==> src/lsfp_pkg.sv <==
// Shared constants and types for the lidar scan frame parser.
package lsfp_pkg;

  localparam int unsigned MAX_SAMPLES_DEF = 64;
  localparam int unsigned RING_POINTS_DEF = 512;
  localparam logic [15:0] HEADER_RESET = 16'h55AA;
  localparam logic [17:0] HALF_TURN_Q6 = 18'd11520;

  // Divider widths: |diff| (15 bits) times index (up to 63) plus half divisor
  localparam int unsigned NUM_W = 22;
  localparam int unsigned DEN_W = 7;

  // Parse phases
  localparam logic [2:0] PH_HUNT    = 3'd0;
  localparam logic [2:0] PH_TYPE    = 3'd1;
  localparam logic [2:0] PH_COUNT   = 3'd2;
  localparam logic [2:0] PH_START   = 3'd3;
  localparam logic [2:0] PH_END     = 3'd4;
  localparam logic [2:0] PH_SAMPLES = 3'd5;
  localparam logic [2:0] PH_CHECK   = 3'd6;

  typedef struct packed {
    logic             start;
    logic [NUM_W-1:0] num;
    logic [DEN_W-1:0] den;
  } div_req_t;

  typedef struct packed {
    logic             done;
    logic [NUM_W-1:0] quot;
  } div_rsp_t;

endpackage

==> src/lsfp_ram.sv <==
// Generic single-write, single-read RAM with registered read data.
module lsfp_ram #(
  parameter int unsigned WIDTH = 16,
  parameter int unsigned DEPTH = 64
) (
  input  logic                     clk,
  input  logic                     we,
  input  logic [$clog2(DEPTH)-1:0] waddr,
  input  logic [WIDTH-1:0]         wdata,
  input  logic [$clog2(DEPTH)-1:0] raddr,
  output logic [WIDTH-1:0]         rdata
);

  logic [WIDTH-1:0] mem [DEPTH];

  always_ff @(posedge clk) begin
    if (we) begin
      mem[waddr] <= wdata;
    end
    rdata <= mem[raddr];
  end

endmodule

==> src/lsfp_div.sv <==
// Restoring divider, one quotient bit per cycle.
module lsfp_div (
  input  logic              clk,
  input  logic              rst_n,
  input  lsfp_pkg::div_req_t req,
  output lsfp_pkg::div_rsp_t rsp
);

  localparam int unsigned NW = lsfp_pkg::NUM_W;
  localparam int unsigned DW = lsfp_pkg::DEN_W;
  localparam int unsigned CW = $clog2(NW + 1);

  logic [NW-1:0] quo_r, quo_nxt;
  logic [DW-1:0] rem_r, rem_nxt;
  logic [DW-1:0] den_r;
  logic [CW-1:0] step_r, step_nxt;
  logic          busy_r, busy_nxt;
  logic          done_r, done_nxt;
  logic [DW:0]   trial;
  logic          fits;

  // One restoring step
  always_comb begin
    trial    = {rem_r, quo_r[NW-1]};
    fits     = trial >= {1'b0, den_r};
    quo_nxt  = quo_r;
    rem_nxt  = rem_r;
    step_nxt = step_r;
    busy_nxt = busy_r;
    done_nxt = 1'b0;
    if (req.start) begin
      quo_nxt  = req.num;
      rem_nxt  = '0;
      step_nxt = '0;
      busy_nxt = 1'b1;
    end else if (busy_r) begin
      rem_nxt  = fits ? DW'(trial - {1'b0, den_r}) : trial[DW-1:0];
      quo_nxt  = {quo_r[NW-2:0], fits};
      step_nxt = step_r + 1'b1;
      if (step_r == CW'(NW - 1)) begin
        busy_nxt = 1'b0;
        done_nxt = 1'b1;
      end
    end
  end

  always_ff @(posedge clk) begin
    if (!rst_n) begin
      busy_r <= 1'b0;
      done_r <= 1'b0;
      step_r <= '0;
    end else begin
      busy_r <= busy_nxt;
      done_r <= done_nxt;
      step_r <= step_nxt;
    end
  end

  always_ff @(posedge clk) begin
    quo_r <= quo_nxt;
    rem_r <= rem_nxt;
    if (req.start) begin
      den_r <= req.den;
    end
  end

  assign rsp.done = done_r;
  assign rsp.quot = quo_r;

endmodule

==> src/lidar_scan_frame_parser_core.sv <==
// Lidar scan frame parser: byte parser, XOR check, point emitter.
// Throughput: one byte request per cycle while parsing (in_tready high).
// A frame whose checksum matches releases its points; each point waits on
// the shared 22-step divider that interpolates the angle.
// in_tready is low while points are produced; the last point may wait in the
// output register while parsing resumes. Synchronous active-low reset.
module lidar_scan_frame_parser_core #(
  parameter int unsigned MAX_SAMPLES = lsfp_pkg::MAX_SAMPLES_DEF,
  parameter int unsigned RING_POINTS = lsfp_pkg::RING_POINTS_DEF
) (
  input  logic        clk,
  input  logic        rst_n,
  input  logic        cfg_wr_en,
  input  logic [15:0] cfg_wr_data,   // header_word
  input  logic        in_tvalid,
  output logic        in_tready,
  input  logic [7:0]  in_tdata,      // rx_byte
  output logic        out_tvalid,
  input  logic        out_tready,
  // angle_q6[15:0], distance_raw[31:16], intensity[32], point_slot[41:33]
  output logic [47:0] out_tdata,
  output logic        out_tlast     // last_point
);

  localparam int unsigned AW = $clog2(MAX_SAMPLES);
  localparam int unsigned RW = $clog2(RING_POINTS);
  localparam int unsigned SW = (RW > 9) ? RW : 9;
  localparam int unsigned NW = lsfp_pkg::NUM_W;
  localparam int unsigned DW = lsfp_pkg::DEN_W;

  // Emitter states
  localparam logic [1:0] ST_PARSE = 2'd0;
  localparam logic [1:0] ST_START = 2'd1;
  localparam logic [1:0] ST_WAIT  = 2'd2;
  localparam logic [1:0] ST_OUT   = 2'd3;

  logic [15:0]   hdr_r;
  logic [2:0]    phase_r, phase_nxt;
  logic [7:0]    bc_r, bc_nxt;
  logic [7:0]    hold_r, hold_nxt;
  logic [7:0]    cnt_r, cnt_nxt;
  logic [15:0]   sa_r, sa_nxt;
  logic [15:0]   ea_r, ea_nxt;
  logic [15:0]   xor_r, xor_nxt;
  logic [1:0]    st_r, st_nxt;
  logic [6:0]    j_r, j_nxt;
  logic [NW-1:0] acc_r, acc_nxt;
  logic [RW-1:0] ring_r, ring_nxt;
  logic          ov_r, ov_nxt;
  logic [47:0]   od_r, od_nxt;
  logic          ol_r, ol_nxt;

  logic          in_acc;
  logic [15:0]   word;
  logic          go_emit;
  logic          we;
  logic [AW-1:0] waddr;
  logic [15:0]   rdata;
  logic [7:0]    byte_idx;

  lsfp_pkg::div_req_t dreq;
  lsfp_pkg::div_rsp_t drsp;

  assign in_tready = (st_r == ST_PARSE);
  assign in_acc    = in_tvalid && in_tready;
  assign word      = {in_tdata, hold_r};
  assign byte_idx  = bc_r >> 1;
  assign waddr     = byte_idx[AW-1:0];

  // Frame parser
  always_comb begin
    phase_nxt = phase_r;
    bc_nxt    = bc_r;
    hold_nxt  = hold_r;
    cnt_nxt   = cnt_r;
    sa_nxt    = sa_r;
    ea_nxt    = ea_r;
    xor_nxt   = xor_r;
    go_emit   = 1'b0;
    we        = 1'b0;
    if (in_acc) begin
      case (phase_r)
        lsfp_pkg::PH_HUNT: begin
          if (bc_r != 8'd0 && word == hdr_r) begin
            xor_nxt   = hdr_r;
            phase_nxt = lsfp_pkg::PH_TYPE;
            bc_nxt    = 8'd0;
          end else begin
            hold_nxt = in_tdata;
            bc_nxt   = 8'd1;
          end
        end
        lsfp_pkg::PH_TYPE: begin
          hold_nxt  = in_tdata;
          phase_nxt = lsfp_pkg::PH_COUNT;
        end
        lsfp_pkg::PH_COUNT: begin
          xor_nxt = xor_r ^ word;
          cnt_nxt = in_tdata;
          if ({1'b0, in_tdata} > 9'(MAX_SAMPLES)) begin
            phase_nxt = lsfp_pkg::PH_HUNT;
            bc_nxt    = 8'd0;
            hold_nxt  = 8'd0;
          end else begin
            phase_nxt = lsfp_pkg::PH_START;
            bc_nxt    = 8'd0;
          end
        end
        lsfp_pkg::PH_START, lsfp_pkg::PH_END, lsfp_pkg::PH_SAMPLES,
        lsfp_pkg::PH_CHECK: begin
          if (bc_r == 8'd0 || (phase_r == lsfp_pkg::PH_SAMPLES && !bc_r[0])) begin
            hold_nxt = in_tdata;
            bc_nxt   = bc_r + 8'd1;
          end else if (phase_r == lsfp_pkg::PH_START) begin
            sa_nxt    = word;
            xor_nxt   = xor_r ^ word;
            phase_nxt = lsfp_pkg::PH_END;
            bc_nxt    = 8'd0;
          end else if (phase_r == lsfp_pkg::PH_END) begin
            ea_nxt    = word;
            xor_nxt   = xor_r ^ word;
            phase_nxt = (cnt_r == 8'd0) ? lsfp_pkg::PH_CHECK : lsfp_pkg::PH_SAMPLES;
            bc_nxt    = 8'd0;
          end else if (phase_r == lsfp_pkg::PH_SAMPLES) begin
            we      = 1'b1;
            xor_nxt = xor_r ^ word;
            bc_nxt  = bc_r + 8'd1;
            if (((bc_r + 8'd1) >> 1) >= cnt_r) begin
              phase_nxt = lsfp_pkg::PH_CHECK;
              bc_nxt    = 8'd0;
            end
          end else begin
            go_emit   = (word == xor_r) && (cnt_r != 8'd0);
            phase_nxt = lsfp_pkg::PH_HUNT;
            bc_nxt    = 8'd0;
            hold_nxt  = 8'd0;
          end
        end
        default: begin
          phase_nxt = lsfp_pkg::PH_HUNT;
          bc_nxt    = 8'd0;
          hold_nxt  = 8'd0;
        end
      endcase
    end
  end

  lsfp_ram #(.WIDTH(16), .DEPTH(MAX_SAMPLES)) u_store (
    .clk   (clk),
    .we    (we),
    .waddr (waddr),
    .wdata (word),
    .raddr (j_r[AW-1:0]),
    .rdata (rdata)
  );

  // Interpolation terms
  logic          multi;
  logic [14:0]   s_ang, e_ang;
  logic          dneg;
  logic [14:0]   dmag;
  logic [DW-1:0] den;
  logic [17:0]   qs, ang;
  logic [SW-1:0] slot_ext;
  logic          is_last;
  logic          out_free;

  always_comb begin
    multi    = cnt_r > 8'd1;
    s_ang    = sa_r[15:1];
    e_ang    = ea_r[15:1];
    dneg     = multi && (e_ang < s_ang);
    dmag     = !multi ? 15'd0 : (dneg ? (s_ang - e_ang) : (e_ang - s_ang));
    den      = multi ? DW'(cnt_r - 8'd1) : DW'(1);
    qs       = dneg ? (18'd0 - {1'b0, drsp.quot[16:0]}) : {1'b0, drsp.quot[16:0]};
    ang      = {3'd0, s_ang} + qs - lsfp_pkg::HALF_TURN_Q6;
    slot_ext = SW'(ring_r);
    is_last  = ({1'b0, j_r} == (cnt_r - 8'd1));
    out_free = !ov_r || out_tready;
    dreq.start = (st_r == ST_START);
    dreq.num   = acc_r + NW'(den >> 1);
    dreq.den   = den;
  end

  lsfp_div u_div (
    .clk   (clk),
    .rst_n (rst_n),
    .req   (dreq),
    .rsp   (drsp)
  );

  // Point emitter sequencer and output register
  always_comb begin
    st_nxt   = st_r;
    j_nxt    = j_r;
    acc_nxt  = acc_r;
    ring_nxt = ring_r;
    ov_nxt   = ov_r && !out_tready;
    od_nxt   = od_r;
    ol_nxt   = ol_r;
    case (st_r)
      ST_PARSE: begin
        if (go_emit) begin
          st_nxt  = ST_START;
          j_nxt   = 7'd0;
          acc_nxt = '0;
        end
      end
      ST_START: st_nxt = ST_WAIT;
      ST_WAIT: begin
        if (drsp.done) begin
          st_nxt = ST_OUT;
        end
      end
      ST_OUT: begin
        if (out_free) begin
          ov_nxt   = 1'b1;
          od_nxt   = {6'd0, slot_ext[8:0], rdata[0], rdata, ang[15:0]};
          ol_nxt   = is_last;
          ring_nxt = (ring_r == RW'(RING_POINTS - 1)) ? '0 : ring_r + 1'b1;
          acc_nxt  = acc_r + NW'(dmag);
          j_nxt    = j_r + 7'd1;
          st_nxt   = is_last ? ST_PARSE : ST_START;
        end
      end
      default: st_nxt = ST_PARSE;
    endcase
  end

  always_ff @(posedge clk) begin
    if (!rst_n) begin
      hdr_r   <= lsfp_pkg::HEADER_RESET;
      phase_r <= lsfp_pkg::PH_HUNT;
      bc_r    <= 8'd0;
      hold_r  <= 8'd0;
      cnt_r   <= 8'd0;
      sa_r    <= 16'd0;
      ea_r    <= 16'd0;
      xor_r   <= 16'd0;
      st_r    <= ST_PARSE;
      j_r     <= 7'd0;
      acc_r   <= '0;
      ring_r  <= '0;
      ov_r    <= 1'b0;
    end else begin
      if (cfg_wr_en) begin
        hdr_r <= cfg_wr_data;
      end
      phase_r <= phase_nxt;
      bc_r    <= bc_nxt;
      hold_r  <= hold_nxt;
      cnt_r   <= cnt_nxt;
      sa_r    <= sa_nxt;
      ea_r    <= ea_nxt;
      xor_r   <= xor_nxt;
      st_r    <= st_nxt;
      j_r     <= j_nxt;
      acc_r   <= acc_nxt;
      ring_r  <= ring_nxt;
      ov_r    <= ov_nxt;
    end
  end

  always_ff @(posedge clk) begin
    od_r <= od_nxt;
    ol_r <= ol_nxt;
  end

  assign out_tvalid = ov_r;
  assign out_tdata  = od_r;
  assign out_tlast  = ol_r;

endmodule

==> config.mk <==
export PLATFORM = sky130hd
export DESIGN_NAME = lidar_scan_frame_parser_core
export DESIGN_NICKNAME = d
export VERILOG_FILES = /design/src/lsfp_pkg.sv /design/src/lsfp_ram.sv /design/src/lsfp_div.sv /design/src/lidar_scan_frame_parser_core.sv
export SDC_FILE = /design/constraint.sdc
export NUM_CORES = 2
export LEC_CHECK = 0
export BUFFER_PORTS_ARGS = -buffer_cell sky130_fd_sc_hd__buf_2
export CAP_MARGIN = 20
export CORE_ASPECT_RATIO = 0.75
export CORE_UTILIZATION = 48
export DETAILED_ROUTE_END_ITERATION = 10
export SLEW_MARGIN = 15
export SYNTH_ARGS = -nofsm -noshare
export SYNTH_HDL_FRONTEND = slang
export SYNTH_HIERARCHICAL = 1
export SYNTH_SLANG_ARGS = --single-unit
==> constraint.sdc <==
create_clock -name clk -period 9 [get_ports clk]
set_clock_uncertainty 0.15 [all_clocks]
set_input_delay 0.45 -clock clk [delete_from_list [all_inputs] [get_ports clk]]
set_output_delay 0.45 -clock clk [all_outputs]
set_load 0.01 [all_outputs]
=== After elaboration in Yosys (flattened, before gate mapping) ===
Memory sizes are Yosys's and may differ from the RTL's. A register that Yosys moved wholly into a read port is not among the register bits.
Index checks and enable logic that the tools add are counted.

* Equality and inequality tests: 26
* Magnitude comparators: 5
* Mux-type cells: 68
* Reductions and logical operators: 33
* Add/sub/neg operators: 13
* Bitwise gates (word level): 6

{| class="wikitable"
|+ Operator list
! kind !! number
|-
| 2-to-1 mux 16 bit || 6
|-
| 2-to-1 mux 22 bit || 4
|-
| 2-to-1 mux 8 bit || 11
|-
| one-hot mux 16 bit (3 select lines) || 1
|-
| one-hot mux 22 bit (2 select lines) || 1
|-
| == test 16 bit || 2
|-
| one-hot mux 8 bit (4 select lines) || 1
|-
| 2-to-1 mux 15 bit || 2
|-
| subtractor 15 bit || 2
|-
| 2-to-1 mux 7 bit || 4
|-
| one-hot mux 8 bit (3 select lines) || 1
|-
| adder 22 x 15 -> 22 bit || 1
|-
| adder 22 x 6 -> 22 bit || 1
|-
| 2-to-1 mux 1 bit || 22
|-
| 2-to-1 mux 3 bit || 6
|-
| adder 15 x 16 -> 16 bit || 1
|-
| zero test 8 bit || 2
|-
| nonzero test 8 bit || 2
|-
| subtractor 1 x 16 -> 16 bit, first input constant || 1
|-
| subtractor 16 x 14 -> 16 bit, second input constant || 1
|-
| bitwise XOR 16 bit || 1
|-
| less-than comparator 15 bit || 1
|-
| one-hot mux 7 bit (2 select lines) || 1
|-
| one-hot mux 3 bit (4 select lines) || 1
|-
| 42 further kinds || 75
|}

* Logic and storage cells: 174
* Input bits: 29
* RAM bits: 1024
* Register bits: 218
* Output and inout bits: 51
* Memories kept: 1

{| class="wikitable"
|+ Memory list
! memory !! words !! width !! rd ports !! clocked after memory_dff !! wr ports !! line !! RTL
|-
| u_store.mem || 64 || 16 || 1 || 1 || 1 || lsfp_ram.sv:14 || <nowiki>logic [WIDTH-1:0] mem [DEPTH];</nowiki>
|}

=== Depth between registers and ports, before layout ===
* Depth in word-level cells: 10
* Mapped depth: 22
* Depth with buffers taken out: 20

=== By module ===
Netlist, hierarchy kept.

{| class="wikitable"
|+ By module, submodules not included
! module !! times used !! cells an instance !! sequential area each (um^2) !! area each (um^2)
|-
| lsfp_ram || 1 || 1820 || 31069.8 || 39978.3
|-
| lidar_scan_frame_parser_core || 1 || 1399 || 3863.7 || 11662.4
|-
| lsfp_div || 1 || 188 || 1151.1 || 2250.9
|}

=== Worst setup path after synthesis ===
Ideal clock, no wire load.

* Kind: flip-flop to flip-flop
* From: register sa_r[2]
* To: register od_r[15], in the netlist out_tdata[15] (data pin)
* Data arrival time: 4.395 ns
* Path slack: 4.195 ns
* Stages on the path, launching flop included: 20
* Data required time: 8.590 ns
* Library setup time: 0.260 ns
* Clock period less this slack: 4.805 ns
* Path buffers: 2
* Path through: dfxtp_1 > inv_1 > ha_1 > nor2b_1 > o31a_1 > o41ai_4 > o21a_1 > buf_2 > clkbuf_1 > o21ai_0 > xnor2_1 > ha_1 > ha_1 > a21oi_1 > nand2b_1 > a2111oi_0 > nor2_1 > a211o_1 > o21ai_0 > xnor2_1

* Cells in the longest elaborated chain, start to end: 5

{| class="wikitable"
|+ Ends and longest elaborated chain
! what !! line !! RTL
|-
| start, declared || lidar_scan_frame_parser_core.sv:42 || <nowiki>logic [15:0] sa_r, sa_nxt;</nowiki>
|-
| start signal, assigned || lidar_scan_frame_parser_core.sv:253 || <nowiki>sa_r <= sa_nxt;</nowiki>
|-
| less-than comparator 15 bit || lidar_scan_frame_parser_core.sv:172 || <nowiki>dneg = multi && (e_ang < s_ang);</nowiki>
|-
| logical AND 1 bit || lidar_scan_frame_parser_core.sv:172 ||
|-
| 2-to-1 mux 16 bit || lidar_scan_frame_parser_core.sv:175 || <nowiki>qs = dneg ? (18'd0 - {1'b0, drsp.quot[16:0]}) : {1'b0, drsp.quot[16:0]};</nowiki>
|-
| adder 15 x 16 -> 16 bit (*) || lidar_scan_frame_parser_core.sv:176 || <nowiki>ang = {3'd0, s_ang} + qs - lsfp_pkg::HALF_TURN_Q6;</nowiki>
|-
| subtractor 16 x 14 -> 16 bit (*) || lidar_scan_frame_parser_core.sv:176 ||
|-
| net ang[15] || lidar_scan_frame_parser_core.sv:163 || <nowiki>logic [17:0] qs, ang;</nowiki>
|-
| end signal, assigned || lidar_scan_frame_parser_core.sv:265 || <nowiki>od_r <= od_nxt;</nowiki>
|-
| end, declared || lidar_scan_frame_parser_core.sv:50 || <nowiki>logic [47:0] od_r, od_nxt;</nowiki>
|}

The timed path passes the listed nets; every way through them passes the cells marked *.
A chain may end at the register's enable or synchronous reset.

=== Worst setup path after layout ===
* From: register sa_r[2]
* To: register acc_r[21]

* Cells in the longest elaborated chain, start to end: 7
* Elaborated cells on any way between the ends: 9
* Those cells by class: add/sub: 3; order compare: 1; mux: 4; reduce/logical: 1

{| class="wikitable"
|+ Ends and longest elaborated chain
! what !! line !! RTL
|-
| less-than comparator 15 bit || lidar_scan_frame_parser_core.sv:172 ||
|-
| logical AND 1 bit || lidar_scan_frame_parser_core.sv:172 ||
|-
| 2-to-1 mux 15 bit (*) (2 in series) || lidar_scan_frame_parser_core.sv:173 || <nowiki>dmag = !multi ? 15'd0 : (dneg ? (s_ang - e_ang) : (e_ang - s_ang));</nowiki>
|-
| adder 22 x 15 -> 22 bit (*) || lidar_scan_frame_parser_core.sv:221 || <nowiki>acc_nxt = acc_r + NW'(dmag);</nowiki>
|-
| 2-to-1 mux 22 bit (*) || lidar_scan_frame_parser_core.sv:216 || <nowiki>if (out_free) begin</nowiki>
|-
| one-hot mux 22 bit (2 select lines) (*) || lidar_scan_frame_parser_core.sv:201 || <nowiki>case (st_r)</nowiki>
|-
| end signal, assigned || lidar_scan_frame_parser_core.sv:258 || <nowiki>acc_r <= acc_nxt;</nowiki>
|-
| end, declared || lidar_scan_frame_parser_core.sv:47 || <nowiki>logic [NW-1:0] acc_r, acc_nxt;</nowiki>
|}

Mark *: on every way between the ends. The rest lies on a longest branch, timed or not. The select of a mux whose other input is x is not followed.

==> metrics <==
PwrDens around 210 nW/um2; num rows 106; Syn. warnings 6; Setup violations, final 0; die height about 290 um; Distinct cells, synth between 90 and 100; Worst EP arrival around 6.5 ns; mapped cell area 53900 um2; register area share after synthesis between 60% and 70%; ANT nets after route 0; outcome completed; CP max stage delay about 0.80 ns; max_cap viols 0; worst skew pair latency between 0.7 and 0.8 ns; # H-tree levels 3; core area roughly 110000 um2; Max VDD drop 0.161 mV; TritonRoute pass-1 iters 8; CP startpoint kind register; Max Root-Sink Buffers 3; CTS clock-pin slew for the worst setup and hold paths ~0.060 ns; FF-to-FF End acc_r[21]; fin crit period slightly above 6 ns; total gr overflow 0; cell depth of the worst hold path 3; number of flops mapped to enable cells by yosys 1095; critical path, cell by cell inv_1 > ha_1 > nor2b_1 > o31a_1 > o41ai_4 > o21ai_2 > buf_4 > mux2i_1 > or2_2 > inv_1 > ha_1 > a211oi_1 > o21ai_0 > a31oi_1 > o21ai_0 > a2111oi_1 > nor4_1 > xnor2_1 > nor2_1; Compound-Gate Fraction of Synth Area under 10%; first-pass GRT wire length roughly 200 mm; GPL Wtd Cong 0.853; Via density just over 6; commonest cells after routing, fill and taps aside edfxtp_1 (1095), nor2_1 (273), mux4_2 (221); final hold vios 0; post-CTS setup buffers 0; Post-CTS Hold Fix Bufs 17; Critical R2R Launch sa_r[2]; layout cells sized above 1 18.7%; synthesized instance count 3407; Worst path slowest cell a2111oi_1; largest net degree at the start of global routing about 110; NumNets Final between 3000 and 4000; Root Buffer clkbuf_16; Die ar. roughly 110000 um2; simple-gate share of the synthesized area 6.47%; XOR/XNOR share of the synthesized area under 10%; # DRC 0; antenna violations before repair 7; Max Freq between 150 and 200 MHz; P&R area growth vs syn 11.8%; gr usage total ~24%; IO Count 80; Post-Synth Adder-Cell Area between 2 and 3%; setup_tns 0 ns; Slew Limit Fails 0; clock sink count about 1300; Worst setup EP type register; static leakage between 15 and 20 nW; hpwl dp roughly 85 mm; main combinational cell family by area after synthesis multiplexers; CTS Buf Count 120; syn avg cell area 15.8 um2; vias between 30000 and 40000; RSZ-0062 raised after global routing no; pre-CTS WS between 3 and 4 ns; WL/cell approximately 27 um; Async SR Flop Fraction 0%; I/O Buffers 73; Hold Crit Start rst_n; share of the clock period used by the worst path after layout about two thirds; HP Class in -> reg; CP max FO 19; CP Class reg -> reg; worst setup margin 2.90 ns; mux share of post-synthesis cell area between 10% and 20%; ys flop type edfxtp_1; CTS tree yes; Seq cells post-synth ~1300; Worst Path Required 9.41 ns; die width about 400 um; Reg2Reg Setup Slack approximately 2.9 ns; commonest non-fill, non-tap cell in the layout edfxtp_1; number of global-route vias before repair around 30000; drt first-iter violations about 3000; Min-Delay Endpoint hdr_r[12]; CTS resizes 0; reg2reg path depth 19; worst slew pin tran 1.27 ns; Total Wirelength 138 mm; Initial Util 48.4%; relative slew slack around 15%
## where the power goes
group	leakage [nW]	switching, mW	internal (mW)
Sequential	11.2	0.125	6.54
Clock	1.99	2.20	2.99
Combinational	6.62	0.695	0.377
## synthesized netlist by cell type (all sizes together) (21+ instances only)
cell | count | area (um2)
o21ai | 80 | 404
a22oi | 71 | 533
dfxtp | 160 | 3200
nand2b | 35 | 219
nor3 | 39 | 205
mux2 | 33 | 372
xor2 | 53 | 464
a21o | 21 | 158
inv | 100 | 375
a21oi | 108 | 541
edfxtp | 1095 | 32900
buf | 89 | 692
nor2 | 278 | 1050
clkbuf | 107 | 402
a211oi | 23 | 200
xnor2 | 82 | 718
nor2b | 44 | 275
ha | 108 | 1350
a221oi | 24 | 210
nand4 | 24 | 150
nand3 | 67 | 340
nand2 | 134 | 505
a31oi | 21 | 138
mux4 | 223 | 5030
mux2i | 139 | 1390
## stage by stage
stage	total power [mW]	hold WS (ns)	instances	utilization [%]	area (um2)
after floorplan	7.47	0.236	3412	-	53900
after global placement	7.82	0.243	4861	50.2	56000
after detailed placement	7.86	0.239	4862	50.2	56000
after CTS	13.0	0.0202	5108	54.0	60200
after global routing	13.3	0.0353	5114	54.1	60300
final	12.9	0.0668	5115	54.1	60300
## final cells by class
type / count / area, um2
Fill cell: 8928 / 51100
Sequential cell: 1255 / 36100
Multi-Input combinational cell: 1861 / 16400
Clock buffer: 166 / 3360
Tap cell: 1458 / 1820
Timing Repair Buffer: 211 / 1500
Clock inverter: 63 / 716
Inverter: 100 / 375
Antenna cell: 1 / 2.50
## worst max-delay path by stage
stage	slack (ns)	start	end
3_3_place_gp	3.13	sa_r[9]	acc_r[21]
2_1_floorplan	4.20	sa_r[2]	out_tdata[15]
3_5_place_dp	3.09	sa_r[9]	acc_r[21]
6_report	2.90	sa_r[2]	acc_r[21]
4_1_cts	3.04	sa_r[9]	acc_r[21]
5_1_grt	2.45	sa_r[9]	acc_r[19]
## critical path, delay by kind of cell (launching register included)
kind	cells	cell delay (ns)
XOR/XNOR	1	0.19
buffers and inverters	3	0.50
AND/OR/NAND/NOR	4	0.66
flip-flops	1	0.45
AO/OA/AOI/OAI	8	3.28
multiplexers	1	0.15
adder cells (fa/ha/maj)	2	0.57
## kinds of logic after synthesis
family,Yosys count
other cells,1
mux,395
xor+xnor,135
compound gates,485
buf+inv,296
fa+ha+maj,114
flops,1255
simple gates,726
## state kept, by name, indices dropped and copies added, names as in the netlist, 7 cells and up
register       cells
acc_r             22
bc_r               8
cnt_r              8
ea_r              15
hdr_r             16
hold_r             8
j_r                7
out_tdata         41
ring_r             9
sa_r              15
u_div/den_r        7
u_div/quo_r       22
u_div/rem_r        7
u_store/mem     1024
u_store/rdata     16
xor_r             16
## metal layers
layer | GRT usage [%] | part of all wire (%) | vias up
met5 | 0 | 0.0094 | -
met4 | 5.96 | 2.3 | 2
met3 | 4.78 | 7.6 | 176
met2 | 35.9 | 44 | 1149
met1 | 37.2 | 46 | 16100
li1 | - | - | 13500
Power figures use the tool's default switching activity.
